File: src/rtl/hysteresis_period_meter_assert.svh
// Assertion macros for the hysteresis period meter.
`ifndef HYSTERESIS_PERIOD_METER_ASSERT_SVH
`define HYSTERESIS_PERIOD_METER_ASSERT_SVH
`ifndef SYNTHESIS
// Same-cycle implication, checked at every rising edge out of reset.
`define HPM_ASSERT_NOW(label, ante, cons, msg) \
    label: assert property (@(posedge i_clk) disable iff (!i_rst_n) \
        (ante) |-> (cons)) else $error(msg);
// Next-cycle implication.
`define HPM_ASSERT_NEXT(label, ante, cons, msg) \
    label: assert property (@(posedge i_clk) disable iff (!i_rst_n) \
        (ante) |=> (cons)) else $error(msg);
`else
`define HPM_ASSERT_NOW(label, ante, cons, msg)
`define HPM_ASSERT_NEXT(label, ante, cons, msg)
`endif
`endif

File: src/rtl/hpm_pkg.sv
// Shared types, widths, codes and defaults of the hysteresis period meter.
package hpm_pkg;

    localparam int SAMPLE_W   = 14;
    localparam int TS_W       = 32;
    localparam int FREQ_W     = 26;
    localparam int LEVEL_W    = 14;
    localparam int HDIV_W     = 8;
    localparam int CFG_IDX_W  = 2;
    localparam int CFG_DATA_W = 14;
    localparam int DIV_W      = 32;
    localparam int DIV_CNT_W  = 5;

    localparam int CLOCK_HZ_DEF    = 48000000;
    localparam int SAMPLE_BITS_DEF = 14;

    localparam logic [FREQ_W-1:0] FREQ_MAX = {FREQ_W{1'b1}};

    // register indexes
    localparam logic [CFG_IDX_W-1:0] REG_LEVEL_MAX = 2'd0;
    localparam logic [CFG_IDX_W-1:0] REG_LEVEL_MIN = 2'd1;
    localparam logic [CFG_IDX_W-1:0] REG_HYST_DIV  = 2'd2;

    localparam logic [LEVEL_W-1:0] LEVEL_MAX_RST = 14'd16383;
    localparam logic [LEVEL_W-1:0] LEVEL_MIN_RST = 14'd0;
    localparam logic [HDIV_W-1:0]  HYST_DIV_RST  = 8'd10;

    // divider operand selection
    localparam logic [1:0] DSEL_MAX  = 2'd0;
    localparam logic [1:0] DSEL_MIN  = 2'd1;
    localparam logic [1:0] DSEL_FREQ = 2'd2;

    typedef struct packed {
        logic       accept;      // input transfer this cycle
        logic       div_start;
        logic [1:0] div_sel;
        logic       load_upper;
        logic       load_lower;
        logic       load_out;
    } t_cmd;

    typedef struct packed {
        logic result_hit;        // current item closes a valid measurement
        logic phase_rise2;       // waiting for second rise
        logic div_done;
    } t_status;

endpackage

File: src/rtl/hpm_div.sv
// Restoring divider, one quotient bit per cycle.
module hpm_div (
    input  logic                      i_clk,
    input  logic                      i_rst_n,
    input  logic                      i_start,
    input  logic [hpm_pkg::DIV_W-1:0] i_dividend,
    input  logic [hpm_pkg::DIV_W-1:0] i_divisor,
    output logic [hpm_pkg::DIV_W-1:0] o_quotient,
    output logic                      o_done
);

    logic [hpm_pkg::DIV_W-1:0]     r_rem, r_quo, r_den;
    logic [hpm_pkg::DIV_CNT_W-1:0] r_cnt;
    logic                          r_busy, r_done;
    logic [hpm_pkg::DIV_W:0]       w_shift, w_diff;

    assign w_shift = {r_rem, r_quo[hpm_pkg::DIV_W-1]};
    assign w_diff  = w_shift - {1'b0, r_den};

    always_ff @(posedge i_clk) begin
        if (!i_rst_n) begin
            r_busy <= 1'b0;
            r_done <= 1'b0;
            r_cnt  <= '0;
        end else begin
            r_done <= 1'b0;
            if (i_start) begin
                r_busy <= 1'b1;
                r_cnt  <= '0;
            end else if (r_busy) begin
                r_cnt <= r_cnt + 1'b1;
                if (r_cnt == {hpm_pkg::DIV_CNT_W{1'b1}}) begin
                    r_busy <= 1'b0;
                    r_done <= 1'b1;
                end
            end
        end
    end

    always_ff @(posedge i_clk) begin
        if (i_start) begin
            r_rem <= '0;
            r_quo <= i_dividend;
            r_den <= i_divisor;
        end else if (r_busy) begin
            if (!w_diff[hpm_pkg::DIV_W]) begin
                r_rem <= w_diff[hpm_pkg::DIV_W-1:0];
                r_quo <= {r_quo[hpm_pkg::DIV_W-2:0], 1'b1};
            end else begin
                r_rem <= w_shift[hpm_pkg::DIV_W-1:0];
                r_quo <= {r_quo[hpm_pkg::DIV_W-2:0], 1'b0};
            end
        end
    end

    assign o_quotient = r_quo;
    assign o_done     = r_done;

endmodule

File: src/rtl/hpm_dp.sv
// Datapath: registers, thresholds, edge detection, period and frequency.
module hpm_dp #(
    parameter int CLOCK_HZ    = hpm_pkg::CLOCK_HZ_DEF,
    parameter int SAMPLE_BITS = hpm_pkg::SAMPLE_BITS_DEF
) (
    input  logic                           i_clk,
    input  logic                           i_rst_n,
    input  logic                           i_cfg_we,
    input  logic [hpm_pkg::CFG_IDX_W-1:0]  i_cfg_index,
    input  logic [hpm_pkg::CFG_DATA_W-1:0] i_cfg_data,
    input  logic [hpm_pkg::SAMPLE_W-1:0]   i_sample,
    input  logic [hpm_pkg::TS_W-1:0]       i_timestamp,
    input  hpm_pkg::t_cmd                  i_cmd,
    output hpm_pkg::t_status               o_status,
    output logic [hpm_pkg::TS_W-1:0]       o_period_ticks,
    output logic [hpm_pkg::FREQ_W-1:0]     o_frequency_hz
);

    localparam int SB = (SAMPLE_BITS < hpm_pkg::SAMPLE_W) ? SAMPLE_BITS : hpm_pkg::SAMPLE_W;
    localparam logic [hpm_pkg::SAMPLE_W-1:0] SMASK = hpm_pkg::SAMPLE_W'((1 << SB) - 1);
    localparam logic [hpm_pkg::DIV_W-1:0]    CLK_CONST = hpm_pkg::DIV_W'(CLOCK_HZ);

    localparam logic [1:0] PH_RISE1 = 2'd0;
    localparam logic [1:0] PH_FALL  = 2'd1;
    localparam logic [1:0] PH_RISE2 = 2'd2;

    logic [hpm_pkg::LEVEL_W-1:0] r_level_max, r_level_min;
    logic [hpm_pkg::HDIV_W-1:0]  r_hyst_div;
    logic [hpm_pkg::LEVEL_W-1:0] r_upper;
    logic [hpm_pkg::LEVEL_W:0]   r_lower;
    logic [1:0]                  r_phase, n_phase;
    logic [hpm_pkg::TS_W-1:0]    r_first, r_period;
    logic [hpm_pkg::TS_W-1:0]    r_out_period;
    logic [hpm_pkg::FREQ_W-1:0]  r_out_freq;

    logic [hpm_pkg::SAMPLE_W-1:0] w_s;
    logic                         w_above, w_below, w_capture;
    logic [hpm_pkg::TS_W-1:0]     w_period;
    logic [hpm_pkg::DIV_W-1:0]    w_dividend, w_divisor, w_quo, w_fraw;
    logic [hpm_pkg::LEVEL_W-1:0]  w_margin;
    logic [hpm_pkg::FREQ_W-1:0]   w_freq;
    logic                         w_div_done;

    assign w_s      = i_sample & SMASK;
    assign w_above  = w_s > r_upper;
    assign w_below  = {1'b0, w_s} < r_lower;
    assign w_period = r_first - i_timestamp;

    always_ff @(posedge i_clk) begin
        if (!i_rst_n) begin
            r_level_max <= hpm_pkg::LEVEL_MAX_RST;
            r_level_min <= hpm_pkg::LEVEL_MIN_RST;
            r_hyst_div  <= hpm_pkg::HYST_DIV_RST;
        end else if (i_cfg_we) begin
            unique case (i_cfg_index)
                hpm_pkg::REG_LEVEL_MAX: r_level_max <= i_cfg_data;
                hpm_pkg::REG_LEVEL_MIN: r_level_min <= i_cfg_data;
                hpm_pkg::REG_HYST_DIV:  r_hyst_div  <= i_cfg_data[hpm_pkg::HDIV_W-1:0];
                default: ;
            endcase
        end
    end

    // phase tracking
    always_comb begin
        n_phase   = r_phase;
        w_capture = 1'b0;
        unique case (r_phase)
            PH_FALL:  if (w_below) n_phase = PH_RISE2;
            PH_RISE2: if (w_above) n_phase = PH_RISE1;
            default: begin
                n_phase   = w_above ? PH_FALL : PH_RISE1;
                w_capture = w_above;
            end
        endcase
    end

    always_ff @(posedge i_clk) begin
        if (!i_rst_n) begin
            r_phase <= PH_RISE1;
            r_first <= '0;
        end else if (i_cmd.accept) begin
            r_phase <= n_phase;
            if (w_capture) r_first <= i_timestamp;
        end
    end

    assign o_status.result_hit  = (r_phase == PH_RISE2) && w_above && (r_first >= i_timestamp);
    assign o_status.phase_rise2 = (r_phase == PH_RISE2);
    assign o_status.div_done    = w_div_done;

    // shared divider operands
    always_comb begin
        unique case (i_cmd.div_sel)
            hpm_pkg::DSEL_MAX: begin
                w_dividend = hpm_pkg::DIV_W'(r_level_max);
                w_divisor  = hpm_pkg::DIV_W'(r_hyst_div);
            end
            hpm_pkg::DSEL_MIN: begin
                w_dividend = hpm_pkg::DIV_W'(r_level_min);
                w_divisor  = hpm_pkg::DIV_W'(r_hyst_div);
            end
            default: begin
                w_dividend = CLK_CONST;
                w_divisor  = w_period;
            end
        endcase
    end

    hpm_div u_div (
        .i_clk      (i_clk),
        .i_rst_n    (i_rst_n),
        .i_start    (i_cmd.div_start),
        .i_dividend (w_dividend),
        .i_divisor  (w_divisor),
        .o_quotient (w_quo),
        .o_done     (w_div_done)
    );

    // zero divisor means zero margin; quotient never exceeds the level
    assign w_margin = (r_hyst_div == '0) ? '0 : w_quo[hpm_pkg::LEVEL_W-1:0];

    // zero period saturates to the clock rate, then floor at 1 and clamp
    assign w_fraw = (r_period == '0) ? CLK_CONST : w_quo;
    always_comb begin
        if (w_fraw == '0)
            w_freq = hpm_pkg::FREQ_W'(1);
        else if (w_fraw > hpm_pkg::DIV_W'(hpm_pkg::FREQ_MAX))
            w_freq = hpm_pkg::FREQ_MAX;
        else
            w_freq = w_fraw[hpm_pkg::FREQ_W-1:0];
    end

    always_ff @(posedge i_clk) begin
        if (i_cmd.load_upper) r_upper <= r_level_max - w_margin;
        if (i_cmd.load_lower) r_lower <= {1'b0, r_level_min} + {1'b0, w_margin};
        if (i_cmd.accept && o_status.result_hit) r_period <= w_period;
        if (i_cmd.load_out) begin
            r_out_period <= r_period;
            r_out_freq   <= w_freq;
        end
    end

    assign o_period_ticks = r_out_period;
    assign o_frequency_hz = r_out_freq;

endmodule

File: src/rtl/hpm_ctrl.sv
// Controller: threshold refresh, item acceptance, frequency divide, output valid.
module hpm_ctrl (
    input  logic             i_clk,
    input  logic             i_rst_n,
    input  logic             i_cfg_we,
    input  logic             i_in_valid,
    output logic             o_in_ready,
    output logic             o_out_valid,
    input  logic             i_out_ready,
    input  hpm_pkg::t_status i_status,
    output hpm_pkg::t_cmd    o_cmd
);

    localparam logic [2:0] S_IDLE     = 3'd0;
    localparam logic [2:0] S_MAX_GO   = 3'd1;
    localparam logic [2:0] S_MAX_RUN  = 3'd2;
    localparam logic [2:0] S_MIN_GO   = 3'd3;
    localparam logic [2:0] S_MIN_RUN  = 3'd4;
    localparam logic [2:0] S_FREQ_RUN = 3'd5;

    logic [2:0] r_state, n_state;
    logic       r_out_valid;
    logic       w_ready, w_xfer;

    // a second-rise item may produce a result, so it waits for an empty output
    assign w_ready = (r_state == S_IDLE) && !i_cfg_we &&
                     (!r_out_valid || !i_status.phase_rise2);
    assign w_xfer  = w_ready && i_in_valid;

    always_comb begin
        n_state = r_state;
        o_cmd   = '0;
        o_cmd.div_sel = hpm_pkg::DSEL_FREQ;
        unique case (r_state)
            S_MAX_GO: begin
                o_cmd.div_start = 1'b1;
                o_cmd.div_sel   = hpm_pkg::DSEL_MAX;
                n_state         = S_MAX_RUN;
            end
            S_MAX_RUN: if (i_status.div_done) begin
                o_cmd.load_upper = 1'b1;
                n_state          = S_MIN_GO;
            end
            S_MIN_GO: begin
                o_cmd.div_start = 1'b1;
                o_cmd.div_sel   = hpm_pkg::DSEL_MIN;
                n_state         = S_MIN_RUN;
            end
            S_MIN_RUN: if (i_status.div_done) begin
                o_cmd.load_lower = 1'b1;
                n_state          = S_IDLE;
            end
            S_FREQ_RUN: if (i_status.div_done) begin
                o_cmd.load_out = 1'b1;
                n_state        = S_IDLE;
            end
            default: if (w_xfer) begin
                o_cmd.accept = 1'b1;
                if (i_status.result_hit) begin
                    o_cmd.div_start = 1'b1;
                    n_state         = S_FREQ_RUN;
                end
            end
        endcase
        if (i_cfg_we) n_state = S_MAX_GO;
    end

    always_ff @(posedge i_clk) begin
        if (!i_rst_n) begin
            r_state     <= S_MAX_GO;
            r_out_valid <= 1'b0;
        end else begin
            r_state <= n_state;
            if (o_cmd.load_out)
                r_out_valid <= 1'b1;
            else if (i_out_ready)
                r_out_valid <= 1'b0;
        end
    end

    assign o_in_ready  = w_ready;
    assign o_out_valid = r_out_valid;

endmodule

File: src/rtl/hysteresis_period_meter.sv
// Top level of the hysteresis period meter.
// Reciprocal period meter with hysteresis. Each accepted sample is compared
// against an upper threshold (level_max - level_max/hysteresis_divisor) and a
// lower threshold (level_min + level_min/hysteresis_divisor). A rise above the
// upper threshold captures the down-counting timestamp, a fall below the lower
// threshold arms the detector, and the next rise closes the measurement. If the
// timer wrapped in between (first capture below the second) nothing is emitted
// and the search restarts; otherwise one result transfer carries period_ticks
// (first minus second capture) and frequency_hz = CLOCK_HZ / period, floored
// at 1, CLOCK_HZ for a zero period, clamped to 26 bits. Flow: a sample that
// closes no measurement leaves the controller idle, so the next one can follow
// right after. A closing sample is accepted, runs through the shared restoring
// divider one quotient bit per cycle and loads the output register; no further
// sample is taken meanwhile. A finished result waits in the output register
// while further samples are taken; only a sample in the second-rise phase waits
// for that register to drain. After reset and after every configuration write
// the thresholds are recomputed on the same divider (two divides) and no sample
// is taken meanwhile; configuration writes are taken at any time and restart it.
// Bits of sample above SAMPLE_BITS are ignored.
`include "hysteresis_period_meter_assert.svh"

module hysteresis_period_meter #(
    parameter int CLOCK_HZ    = hpm_pkg::CLOCK_HZ_DEF,
    parameter int SAMPLE_BITS = hpm_pkg::SAMPLE_BITS_DEF
) (
    input  logic                           i_clk,
    input  logic                           i_rst_n,
    // configuration write port
    input  logic                           i_cfg_we,
    input  logic [hpm_pkg::CFG_IDX_W-1:0]  i_cfg_index,
    input  logic [hpm_pkg::CFG_DATA_W-1:0] i_cfg_data,
    // sample channel
    input  logic                           i_in_valid,
    output logic                           o_in_ready,
    input  logic [hpm_pkg::SAMPLE_W-1:0]   i_sample,
    input  logic [hpm_pkg::TS_W-1:0]       i_timestamp,
    // result channel
    output logic                           o_out_valid,
    input  logic                           i_out_ready,
    output logic [hpm_pkg::TS_W-1:0]       o_period_ticks,
    output logic [hpm_pkg::FREQ_W-1:0]     o_frequency_hz
);

    hpm_pkg::t_cmd    w_cmd;
    hpm_pkg::t_status w_status;

    // sequencing: threshold refresh, accept, frequency divide, output valid
    hpm_ctrl u_ctrl (
        .i_clk       (i_clk),
        .i_rst_n     (i_rst_n),
        .i_cfg_we    (i_cfg_we),
        .i_in_valid  (i_in_valid),
        .o_in_ready  (o_in_ready),
        .o_out_valid (o_out_valid),
        .i_out_ready (i_out_ready),
        .i_status    (w_status),
        .o_cmd       (w_cmd)
    );

    // registers, compare logic, shared divider, result registers
    hpm_dp #(
        .CLOCK_HZ    (CLOCK_HZ),
        .SAMPLE_BITS (SAMPLE_BITS)
    ) u_dp (
        .i_clk          (i_clk),
        .i_rst_n        (i_rst_n),
        .i_cfg_we       (i_cfg_we),
        .i_cfg_index    (i_cfg_index),
        .i_cfg_data     (i_cfg_data),
        .i_sample       (i_sample),
        .i_timestamp    (i_timestamp),
        .i_cmd          (w_cmd),
        .o_status       (w_status),
        .o_period_ticks (o_period_ticks),
        .o_frequency_hz (o_frequency_hz)
    );

    // a closing sample is only taken with the output register empty
    `HPM_ASSERT_NOW(a_hit_needs_room, w_cmd.accept && w_status.result_hit, !o_out_valid, "result transfer would overwrite pending output")
    // a closing sample blocks further transfers while the divider runs
    `HPM_ASSERT_NEXT(a_hit_blocks, w_cmd.accept && w_status.result_hit, !o_in_ready, "sample taken during frequency divide")
    // a sample transfer never coincides with a configuration write
    `HPM_ASSERT_NOW(a_no_cfg_xfer, i_in_valid && o_in_ready, !i_cfg_we, "sample transfer during configuration write")
    // a fresh result always carries a nonzero frequency
    `HPM_ASSERT_NOW(a_freq_nonzero, $rose(o_out_valid), o_frequency_hz != '0, "zero frequency in result")

endmodule

File: config.mk
export PLATFORM = sky130hd
export DESIGN_NAME = hysteresis_period_meter
export DESIGN_NICKNAME = d
export VERILOG_FILES = /design/src/rtl/hpm_pkg.sv /design/src/rtl/hpm_div.sv /design/src/rtl/hpm_dp.sv /design/src/rtl/hpm_ctrl.sv /design/src/rtl/hysteresis_period_meter.sv
export VERILOG_INCLUDE_DIRS = /design/src /design/src/rtl
export SDC_FILE = /design/constraint.sdc
export NUM_CORES = 1
export LEC_CHECK = 0
export BUFFER_PORTS_ARGS = -buffer_cell sky130_fd_sc_hd__buf_2
export CORE_ASPECT_RATIO = 1.75
export CORE_MARGIN = 3
export CORE_UTILIZATION = 60
export DETAILED_ROUTE_END_ITERATION = 10
export GPL_ROUTABILITY_DRIVEN = 0
export PLACE_DENSITY = 0.82
export SYNTH_ARGS = -nofsm -noshare
export SYNTH_HDL_FRONTEND = slang
export SYNTH_SLANG_ARGS = --single-unit
File: constraint.sdc
create_clock -name i_clk -period 9.7 [get_ports i_clk]
set_input_delay 0.485 -clock i_clk [delete_from_list [all_inputs] [get_ports i_clk]]
set_output_delay 0.485 -clock i_clk [all_outputs]
set_load 0.01 [all_outputs]
==> summary.txt, run 1 <==
Yosys
  – Count of different cell masters after synthesis: 75
  – Syn_nets: 1899
  – Synth Area per Inst: 9.757 um2
  – Seq/Total Area, Yosys: 0.4660
  – Synthesis-stage register bit count: 296
  – Synth warnings: 0
  – Cell area after synthesis: 0.01665 mm2
  – Synth Flop Type: edfxtp_1
  – Async set-or-reset flop fraction in the synthesized netlist: 0
  – Mapped Cells: 1706
  – Post-synth EDFFs: 183

GRT
  – Gr ovfl total: 0
  – Total global-route track usage: 0.2825
  – Initial antenna violation count: 0
  – Largest net degree at the start of global routing: 71
  – Vias in the first global route: 13309
  – First-pass GRT wire length: 67180 um

Worst setup path
  – Crit path required time: 10.15 ns
  – Max FO, Critical Path: 39
  – Crit-path cells: inv_1, ha_1, nand4_1, nor3_1, o41ai_1, buf_4, a21oi_1, nand4_1, a21o_1, buf_4, inv_1, nor2_2, buf_4, inv_1, buf_4, or4_1, nand3_1
  – Critical path startpoint category: flip-flop
  – Delay-heaviest family, CP: buffers and inverters
  – Slowest CP cell: nor3_1
  – Worst path depth: 17
  – Setup crit end kind: flip-flop
  – Crit-path max cell delay: 0.69 ns
  – Top cell by count, worst path: buf_4
  – Reg2Reg Depth: 17
  – Crit path DAT: 4.87 ns
  – Critical R2R Launch: u_dp.r_upper[12]
  – CP Class: flip-flop to flip-flop
  – Buf/Inv on CP: 7
  – Worst setup startpoint: u_dp.r_upper[12]

Power and ir drop
  – Net switching power: 931.1 uW
  – Clock network power share: 0.337
  – Static Leak: 7.856 nW
  – Worst vdd ir: 0.0001999 V
  – Pint: 2.215 mW
  – Sw Ratio: 0.2959
  – Sequential power share: 0.461
  – PwrDens: 170.6 mW/mm2
  – Combinational share of power: 0.201

Detailed routing
  – Final ANT Viol Nets: 0
  – Detailed Routing Iterations Pass 1: 5
  – Final WL: 43260 um
  – Avg Vias per Cell: 6.131
  – DRT iter0 DRCs: 1115
  – # DRC: 0
  – Wire per inst: 19.72 um
  – Via count: 13452

STA
  – Final Max Tran Viols: 0
  – Setup ws final: 5.283 ns
  – Min Tclk post-route: 4.417 ns
  – Final period util: 0.4553
  – Endpoints failing setup: 0
  – Slew @ Worst Pin: 1.203 ns
  – Fin Setup TNS: 0 ns
  – Clk_skew: 0.02893 ns
  – Endpoints failing hold: 0
  – Hold slack: 0.1362 ns
  – Max Freq: 226.4 MHz
  – Slew HR: 0.1981
  – RSZ-0062 raised after global routing: false

Status
  – Status: completed

Cells and area
  – Most common cell after layout, fill and taps aside: edfxtp_1
  – Diodes inserted: 0
  – Register area: 0.007759 mm2
  – Most frequent cells in the layout: edfxtp_1, nand2_1, inv_1
  – Area Growth Syn to Fin: 10.82%
  – Fillers: 2126
  – Area occupied by multi-input gates: 0.008123 mm2
  – Layout cells sized above 1: 0.1145
  – Nets: 1997

Floorplanning
  – DIE AREA: 0.02986 mm2
  – Horiz. Die Dim: 131.9 um
  – Initial core utilization: 0.6092
  – Core area: 0.02733 mm2
  – I/O pin cnt: 127
  – Die Ht: 226.3 um
  – Row cnt: 80

Clocking
  – Number of buffers created by CTS: 27
  – H-tree lvl count: 1
  – CTS Sinks: 296
  – CTS Buffer Depth: 3
  – Post-CTS setup buffers: 0
  – Post-CTS resize count: 0
  – CTS root buffer: clkbuf_16
  – CTS Hold Bufs: 0
  – Worst skew pair latency: 0.58 ns
  – TritonCTS clock tree: built
  – CTS clock-pin slew for the worst setup and hold paths: 0.07 ns

Placed design
  – DP Worst Slack: 5.100 ns
  – Port Buf Inserts: 126
  – Hpwl dp: 32070 um

Run
  – MaxCap Viol Count: 0

Min path
  – Class of the worst hold path: input pin to flip-flop
  – Worst hold stages: 3
  – Hold path startpoint: i_cfg_data[8]
==> logic make-up (layout without fill, tap and decap cells) <==
family,Yosys count,after routing,share of synthesized area
AO/OA/AOI/OAI,399,399,0.1537
XOR/XNOR,76,76,0.03999
adder cells (fa/ha/maj),126,126,0.09651
buffers and inverters,203,322,0.04781
flip-flops,296,296,0.4660
multiplexers,60,60,0.03608
AND/OR/NAND/NOR,546,546,0.1599
==> flip-flops by register name (all words and copies together) (netlist names), 15 cells and up <==
| name | cells |
|---|---|
| u_dp.r_period | 32 |
| u_dp.o_frequency_hz | 26 |
| u_dp.u_div.r_rem | 32 |
| u_dp.r_lower | 15 |
| u_dp.u_div.o_quotient | 32 |
| u_dp.o_period_ticks | 32 |
| u_dp.u_div.r_den | 32 |
| u_dp.r_first | 32 |
==> power by group through the flow <==
stage	Sequential, mW	Clock [mW]	Combinational (mW)
final	1.45	1.06	0.633
after global routing	1.46	1.12	0.695
after CTS	1.45	1.07	0.628
after detailed placement	1.48	0	0.622
after global placement	1.48	0	0.602
after floorplan	1.45	0	0.465
==> final timing paths <==
kind	end	slack, ns
worst max register to register	u_dp.u_div.r_rem[1]	5.28
worst max-delay path	u_dp.u_div.r_rem[1]	5.28
worst min-delay path	u_dp.r_level_max[8]	0.14
worst min register to register	u_dp.o_period_ticks[24]	0.45
==> synthesized netlist by cell type, drive strengths merged (6+ instances only) <==
cell,count,share of area
nand2b,26,0.0098
inv,133,0.030
and2,29,0.011
a211oi,9,0.0044
nor4,20,0.0079
edfxtp,183,0.33
nand2,160,0.036
buf,14,0.0052
a31oi,36,0.014
xnor2,55,0.029
o21ai,110,0.033
o31a,7,0.0037
o2111ai,6,0.0032
clkbuf,56,0.013
nand3,74,0.022
nor3,22,0.0066
nor2,114,0.026
ha,122,0.092
and3,27,0.010
o21a,31,0.014
a21boi,7,0.0038
or2,7,0.0026
nor2b,23,0.0086
dfxtp,113,0.14
a21o,35,0.016
o211ai,9,0.0044
or3,8,0.0030
a21oi,100,0.030
nand4,10,0.0038
or4,7,0.0032
mux2i,60,0.036
xor2,21,0.011
==> metrics by stage <==
step	instance area, um2	power [mW]	utilization	std cells
2_1_floorplan	16650	1.919	-	1706
3_3_place_gp	17570	2.077	0.6430	2144
3_5_place_dp	17570	2.099	0.6430	2144
4_1_cts	18450	3.150	0.6751	2194
5_1_grt	18450	3.271	0.6751	2194
6_report	18450	3.146	0.6751	2194
==> worst reg2reg max path: stages (launching register included) <==
cell	delay, ns
edfxtp_1	0.32
inv_1	0.04
ha_1	0.32
nand4_1	0.18
nor3_1	0.69
o41ai_1	0.21
buf_4	0.21
a21oi_1	0.20
nand4_1	0.12
a21o_1	0.18
buf_4	0.23
inv_1	0.13
nor2_2	0.04
buf_4	0.26
inv_1	0.53
buf_4	0.37
or4_1	0.17
nand3_1	0.09
==> layout make-up <==
class / instances / share of cell area
clock buffer: 32 / 0.03873
clock inverter: 18 / 0.008817
inverter: 133 / 0.02706
multi-input combinational: 1207 / 0.4403
sequential: 296 / 0.4206
tap: 369 / 0.02503
timing repair buffer: 139 / 0.03947
==> layer usage <==
metal	share of wire	up-vias	track usage	wire length, um
met4	0.092	0	0.2258	3964
met2	0.52	497	0.5245	22610
li1	-	6334	-	-
met3	0.048	167	0.02798	2079
met5	0	-	0	0
met1	0.34	6454	0.2865	14610
Power figures use the tool's default switching activity.
==> inputs of run 2 (changes only) <==
ABC_AREA = 1   (was not set)
PLACE_DENSITY = 0.81   (was 0.82)
clock period = 4.14 ns   (was 9.7 ns; I/O delays follow)
==> run 2 against run 1 <==
  * Critical path depth fell by 5
  * Via count rose by 18%
  * Combinational power rose to 6.3 times the previous value
  * Cell area rose by 8.5%
  * First-iteration DRC count rose by 3.0%
  * Area after synthesis rose by 7.6%
  * Clock-buffer cell count fell by 1
  * Clock power rose to 2.5 times the previous value
  * Fmax rose by 32%
  * Utilization rose by 0.57 points
  * Hold slack got worse by 0.13 ns
  * Largest cell class unchanged
  * Largest power group is now combinational cells
  * Highest routed layer is now met5
==> summary.txt, run 2 <==
Clocking
  – CTS Sinks: 296 (unchanged)
  – CTS Buffer Depth: 3 (unchanged)
  – H-tree lvl count: 1 (unchanged)
  – Number of buffers created by CTS: 27 (unchanged)
  – CTS root buffer: clkbuf_16 (unchanged)
  – TritonCTS clock tree: built (unchanged)
  – Post-CTS setup buffers: 0 (unchanged)
  – Worst skew pair latency: 0.57 ns (was 0.58 ns)
  – CTS clock-pin slew for the worst setup and hold paths: 0.07 ns (about the same)

Yosys
  – Synth warnings: 0 (unchanged)
  – Seq/Total Area, Yosys: 0.4330 (was 0.4660)
  – Cell area after synthesis: 0.01792 mm2 (was 0.01665 mm2)
  – Largest cells by area after synthesis: edfxtp_1, dfxtp_1, nand2_1, ha_1, inv_1 (was edfxtp_1, dfxtp_1, ha_1, mux2i_1, nand2_1)
  – Most frequent cell after synthesis: nand2_1 (was edfxtp_1)
  – Mapped Cells: 2329 (was 1706)
  – Area leader, netlist: edfxtp_1 (unchanged)
  – Syn_nets: 2522 (was 1899)
  – Synth Flop Type: edfxtp_1 (unchanged)
  – Post-synth EDFFs: 183 (unchanged)
  – Synth Area per Inst: 7.693 um2 (was 9.757 um2)
  – Async set-or-reset flop fraction in the synthesized netlist: 0 (unchanged)
  – Synth cell count leaders: nand2_1, inv_1, nor2_1 (was edfxtp_1, nand2_1, inv_1)
  – Synthesis-stage register bit count: 296 (unchanged)
  – Synth top area share: 0.3067 (was 0.3301)
  – Count of different cell masters after synthesis: 48 (was 75)

STA
  – Max Freq: 298.9 MHz (was 226.4 MHz)
  – Final period util: 0.8082 (was 0.4553)
  – Endpoints failing setup: 0 (unchanged)
  – RSZ-0062 raised after global routing: false (unchanged)
  – Fin Setup TNS: 0 ns (unchanged)
  – Clk_skew: 0.03786 ns (was 0.02893 ns)
  – Min Tclk post-route: 3.346 ns (was 4.417 ns)
  – Final Max Tran Viols: 0 (unchanged)
  – Slew HR: 0.1244 (was 0.1981)
  – Endpoints failing hold: 0 (unchanged)
  – Slew @ Worst Pin: 1.309 ns (was 1.203 ns)

Detailed routing
  – Final WL: 46630 um (was 43260 um)
  – # DRC: 0 (unchanged)
  – Avg Vias per Cell: 5.521 (was 6.131)
  – Final ANT Viol Nets: 0 (unchanged)
  – Via count: 15851 (was 13452)
  – Wire per inst: 16.24 um (was 19.72 um)
  – Detailed Routing Iterations Pass 1: 5 (unchanged)
  – DRT iter0 DRCs: 1149 (was 1115)

Worst setup path
  – Critical Path Sink: u_dp.u_div.o_quotient[27] (was u_dp.u_div.r_rem[1])
  – Worst setup startpoint: u_dp.r_first[29] (was u_dp.r_upper[12])
  – Setup crit end kind: flip-flop (unchanged)
  – Max FO, Critical Path: 57 (was 39)
  – Reg-to-Reg End: u_dp.u_div.o_quotient[27] (was u_dp.u_div.r_rem[1])
  – CP Class: flip-flop to flip-flop (unchanged)
  – Crit path DAT: 3.61 ns (was 4.87 ns)
  – Critical path startpoint category: flip-flop (unchanged)
  – Crit path required time: 4.40 ns (was 10.15 ns)
  – Critical R2R Launch: u_dp.r_first[29] (was u_dp.r_upper[12])
  – Reg2Reg Depth: 12 (was 17)
  – Reg2reg setup slack: 0.79 ns (was 5.28 ns)

GRT
  – First-pass GRT wire length: 74130 um (was 67180 um)
  – Gr ovfl total: 0 (unchanged)
  – Largest net degree at the start of global routing: 65 (was 71)
  – Total global-route track usage: 0.2899 (was 0.2825)
  – Vias in the first global route: 15398 (was 13309)
  – Initial antenna violation count: 1 (was 0)

Floorplanning
  – I/O pin cnt: 127 (unchanged)
  – Horiz. Die Dim: 136.6 um (was 131.9 um)
  – DIE AREA: 0.03205 mm2 (was 0.02986 mm2)
  – Core area: 0.02939 mm2 (was 0.02733 mm2)
  – Die Ht: 234.6 um (was 226.3 um)
  – Row cnt: 83 (was 80)
  – Initial core utilization: 0.6096 (was 0.6092)

Status
  – Status: completed (unchanged)

Power and ir drop
  – Pwr Total: 10.56 mW (was 3.146 mW)
  – Worst vdd ir: 0.0003880 V (was 0.0001999 V)
  – PwrDens: 527.6 mW/mm2 (was 170.6 mW/mm2)
  – Static Leak: 9.900 nW (was 7.856 nW)

Placed design
  – Placed insts: 2800 (was 2144)
  – Port Buf Inserts: 126 (unchanged)
  – Hpwl dp: 35580 um (was 32070 um)

Cells and area
  – Register area: 0.007757 mm2 (was 0.007759 mm2)
  – Area occupied by multi-input gates: 0.008381 mm2 (was 0.008123 mm2)
  – Area Growth Syn to Fin: 11.68% (was 10.82%)
  – Most common cell after layout, fill and taps aside: nand2_1 (was edfxtp_1)
  – Post-route insts no fill: 2871 (was 2194)
  – Nets: 2661 (was 1997)
  – Most frequent cells in the layout: nand2_1, inv_1, nor2_1 (was edfxtp_1, nand2_1, inv_1)
  – Diodes inserted: 0 (unchanged)
  – Fillers: 2339 (was 2126)
  – Layout cells sized above 1: 0.09281 (was 0.1145)

Run
  – MaxCap Viol Count: 0 (unchanged)

Min path
  – Class of the worst hold path: input pin to flip-flop (unchanged)
-- run 2: changes by cell type in the layout (fill, tap and decap cells not counted), moves of 28 or more --
| cell | previous run | this run |
|---|---|---|
| a21oi_1 | 100 | 160 |
| nand3_1 | 74 | 136 |
| mux2i_1 | 60 | 0 |
| o21a_1 | 31 | 3 |
| nand2_1 | 160 | 587 |
| nor2_1 | 111 | 276 |
| a21o_1 | 35 | 5 |
| a31oi_1 | 36 | 6 |
| inv_1 | 132 | 398 |
| o21ai_0 | 108 | 77 |
-- run 2: repair_timing --
| action | CTS | global route |
|---|---|---|
| hold buffers | 21 | 0 |
| hold endpoints to repair | 43 | 0 |
| gates resized for setup | 0 | 0 |
-- run 2: layout make-up --
class	instances	area share
Clock inverter	19	0.01213
Sequential cell	296	0.3877
Timing Repair Buffer	157	0.04577
Clock buffer	31	0.03502
Tap cell	382	0.02389
Multi-Input combinational cell	1578	0.4188
Inverter	408	0.07666
-- run 2: through the flow --
| step | utilization | setup WS [ns] | hold slack, ns | area [um2] |
|---|---|---|---|---|
| final | 0.6808 | 0.7940 | 0.01077 | 20010 |
| after global routing | 0.6808 | 0.6292 | 0.04514 | 20010 |
| after CTS | 0.6808 | 0.8716 | 0.0002979 | 20010 |
| after detailed placement | 0.6416 | 0.8732 | 0.4362 | 18860 |
| after global placement | 0.6416 | 0.9314 | 0.4309 | 18860 |
| after floorplan | - | 1.214 | 0.3333 | 17920 |
-- run 2: cells by family (layout without fill, tap and decap cells) --
group	after synthesis	after routing	share of synthesized area
AND/OR/NAND/NOR	1088	1088	0.2535
buffers and inverters	455	615	0.1005
AO/OA/AOI/OAI	298	298	0.09107
flip-flops	296	296	0.4330
adder cells (fa/ha/maj)	126	126	0.08967
XOR/XNOR	66	66	0.03226
-- run 2: worst min path at each step --
stage | startpoint | depth (start not counted) | end
global route | i_timestamp[11] | 5 | u_dp.r_first[11]
CTS | i_timestamp[7] | 5 | u_dp.r_first[7]
floorplan | i_cfg_data[12] | 2 | u_dp.r_level_max[12]
finish | i_timestamp[7] | 5 | u_dp.r_first[7]
detailed placement | u_dp.r_period[29] | 0 | u_dp.o_period_ticks[29]
global placement | u_dp.r_period[29] | 0 | u_dp.o_period_ticks[29]
-- run 2: per-layer routing --
| layer | vias to the layer above | routed length, um | global-route usage |
|---|---|---|---|
| met2 | 664 | 24390 | 0.5404 |
| met5 | - | 10 | 0 |
| met1 | 7256 | 16500 | 0.3153 |
| li1 | 7746 | - | - |
| met4 | 2 | 2973 | 0.1605 |
| met3 | 183 | 2752 | 0.03101 |
-- run 2: where the power goes --
part / switching [mW] / internal, mW
registers: 0.164 / 3.76
logic: 2.77 / 1.20
clock network: 1.21 / 1.45
-- run 2: worst max-delay path: stages, from the launching register on --
cell,delay [ns]
dfxtp_1,0.32
ha_1,0.32
inv_1,0.12
o21bai_1,0.10
a21boi_0,0.24
nand2_1,0.12
a21oi_1,0.34
nand2_2,0.14
nand2_4,0.17
nand2_8,0.28
nor2_8,0.51
inv_1,0.08
buf_4,0.27
==> inputs of run 3 (changes only) <==
clock period = 3.3 ns   (was 4.14 ns; I/O delays follow)
==> run 3 against run 2 <==
  * Power is 25% higher
  * Clock power is 20% higher
  * Final cell count up 0.98%
  * Cell area grew 1.3%
  * Flip-flop and latch count stayed put
  * Utilization grew 0.87 points
  * Sequential power is 26% higher
==> summary.txt, run 3 (same netlist as run 2, synthesis figures left out) <==
Min path
  – Class of the worst hold path: input pin to flip-flop (unchanged)

STA
  – Min Tclk post-route: 2.972 ns (was 3.346 ns)
  – Setup ws final: 0.3276 ns (was 0.7940 ns)
  – Max Freq: 336.4 MHz (was 298.9 MHz)
  – Slew @ Worst Pin: 0.7946 ns (was 1.309 ns)
  – Final Max Tran Viols: 0 (unchanged)
  – Clk_skew: 0.01299 ns (was 0.03786 ns)
  – Endpoints failing hold: 0 (unchanged)
  – RSZ-0062 raised after global routing: false (unchanged)
  – Final period util: 0.9007 (was 0.8082)
  – Endpoints failing setup: 0 (unchanged)
  – Fin Setup TNS: 0 ns (unchanged)
  – Slew HR: 0.4703 (was 0.1244)

Floorplanning
  – Initial core utilization: 0.6096 (unchanged)
  – DIE AREA: 0.03205 mm2 (unchanged)
  – I/O pin cnt: 127 (unchanged)
  – Core area: 0.02939 mm2 (unchanged)
  – Row cnt: 83 (unchanged)
  – Horiz. Die Dim: 136.6 um (unchanged)
  – Die Ht: 234.6 um (unchanged)

Cells and area
  – Area Growth Syn to Fin: 13.12% (was 11.68%)
  – Post-route insts no fill: 2899 (was 2871)
  – Nets: 2691 (was 2661)
  – Most frequent cells in the layout: nand2_1, inv_1, nor2_1 (unchanged)
  – Most common cell after layout, fill and taps aside: nand2_1 (unchanged)
  – Diodes inserted: 0 (unchanged)
  – Layout cells sized above 1: 0.09178 (was 0.09281)
  – Final instance area: 0.02027 mm2 (was 0.02001 mm2)

Placed design
  – Port Buf Inserts: 126 (unchanged)
  – Placed insts: 2807 (was 2800)
  – DP Area: 0.01892 mm2 (was 0.01886 mm2)
  – DP Worst Slack: 0.3989 ns (was 0.8732 ns)
  – Hpwl dp: 36120 um (was 35580 um)

GRT
  – Total global-route track usage: 0.2983 (was 0.2899)
  – Largest net degree at the start of global routing: 65 (unchanged)
  – Initial antenna violation count: 0 (was 1)
  – First-pass GRT wire length: 76410 um (was 74130 um)
  – Vias in the first global route: 15881 (was 15398)
  – Gr ovfl total: 0 (unchanged)

Detailed routing
  – DR WL met3: 2531 um (was 2752 um)
  – Detailed Routing Iterations Pass 1: 6 (was 5)
  – Avg Vias per Cell: 5.534 (was 5.521)
  – Met2 routed WL: 24760 um (was 24390 um)
  – # DRC: 0 (unchanged)
  – DRT iter0 DRCs: 1099 (was 1149)
  – Wire per inst: 16.42 um (was 16.24 um)
  – Final ANT Viol Nets: 0 (unchanged)
  – Final WL: 47600 um (was 46630 um)
  – Via count: 16042 (was 15851)
  – Uppermost layer routed: met4 (was met5)
  – Met1 Wirelength: 16900 um (was 16500 um)

Worst setup path
  – Setup crit end kind: flip-flop (unchanged)
  – Crit path required time: 3.59 ns (was 4.40 ns)
  – Max FO, Critical Path: 43 (was 57)
  – CP Class: flip-flop to flip-flop (unchanged)
  – Critical path startpoint category: flip-flop (unchanged)
  – Crit path DAT: 3.26 ns (was 3.61 ns)

Clocking
  – CTS Sinks: 296 (unchanged)
  – CTS Buffer Depth: 3 (unchanged)
  – H-tree lvl count: 1 (unchanged)
  – CTS root buffer: clkbuf_16 (unchanged)
  – CTS clock-pin slew for the worst setup and hold paths: 0.07 ns (about the same)
  – TritonCTS clock tree: built (unchanged)
  – Number of buffers created by CTS: 26 (was 27)
  – Worst skew pair latency: 0.56 ns (was 0.57 ns)
  – Post-CTS resize count: 0 (unchanged)
  – Post-CTS setup buffers: 0 (unchanged)

Power and ir drop
  – Pwr Total: 13.24 mW (was 10.56 mW)
  – Worst vdd ir: 0.0007446 V (was 0.0003880 V)
  – PwrDens: 653.5 mW/mm2 (was 527.6 mW/mm2)
  – Static Leak: 10.02 nW (was 9.900 nW)

Status
  – Status: completed (unchanged)

Run
  – MaxCap Viol Count: 0 (unchanged)
## run 3: cell types whose count changed in the layout (fill, tap and decap cells not counted), sizes merged
| cell | change |
|---|---|
| dlygate4sd3 | +24 |
| buf | +7 |
| clkbuf | +4 |
| inv | -4 |
| clkinvlp | -3 |
## run 3: worst max-delay path, stage by stage (launching register included)
cell     delay, ns
dfxtp_1       0.32
inv_1         0.05
ha_1          0.20
fa_1          0.42
inv_1         0.11
nand2_1       0.05
nand2_1       0.07
nand3_1       0.08
nand2_1       0.15
nand2_1       0.09
nand3_1       0.08
nand2_1       0.06
nand2_2       0.10
nand2_4       0.12
nand2_8       0.17
buf_4         0.45
o21ai_0       0.16
## run 3: power breakdown
part           total [mW]  switching [mW]  internal [mW]
logic                5.11            3.53           1.58
registers            4.93           0.213           4.72
clock network        3.20            1.38           1.82
total                13.2            5.12           8.12
## run 3: final cells by class
| class | instances | area, um2 |
|---|---|---|
| Clock buffer | 35 | 737.0 |
| Clock inverter | 12 | 157.7 |
| Inverter | 408 | 1534 |
| Tap cell | 382 | 478.0 |
| Fill cell | 2312 | 9124 |
| Timing Repair Buffer | 188 | 1221 |
| Multi-Input combinational cell | 1578 | 8381 |
| Sequential cell | 296 | 7757 |
## run 3: per-stage QoR
step | util | hold WS (ns)
final | 0.6896 | 0.003869
after global routing | 0.6896 | 0.05593
after CTS | 0.6896 | 0.002250
after detailed placement | 0.6438 | 0.4198
after global placement | 0.6438 | 0.4137
after floorplan | - | 0.2913
## run 3: routing by layer
layer | vias to the layer above | global-route usage
met4 | 0 | 0.1838
met1 | 7370 | 0.3234
li1 | 7799 | -
met3 | 206 | 0.02994
met2 | 667 | 0.5492
met5 | - | 0
## run 3: path summary, 6_finish.rpt
path | cells past startpoint | end | start | slack [ns]
max reg2reg | 16 | u_dp.u_div.o_quotient[1] | u_dp.r_first[0] | 0.33
min reg2reg | 0 | u_dp.o_period_ticks[10] | u_dp.r_period[10] | 0.46
min | 5 | u_dp.r_first[10] | i_timestamp[10] | 0.004
max | 16 | u_dp.u_div.o_quotient[1] | u_dp.r_first[0] | 0.33
## run 3: repair_timing
action,CTS,global route
endpoints found under the hold margin,68,0
endpoints found under the setup margin,0,0
hold buffers,45,0
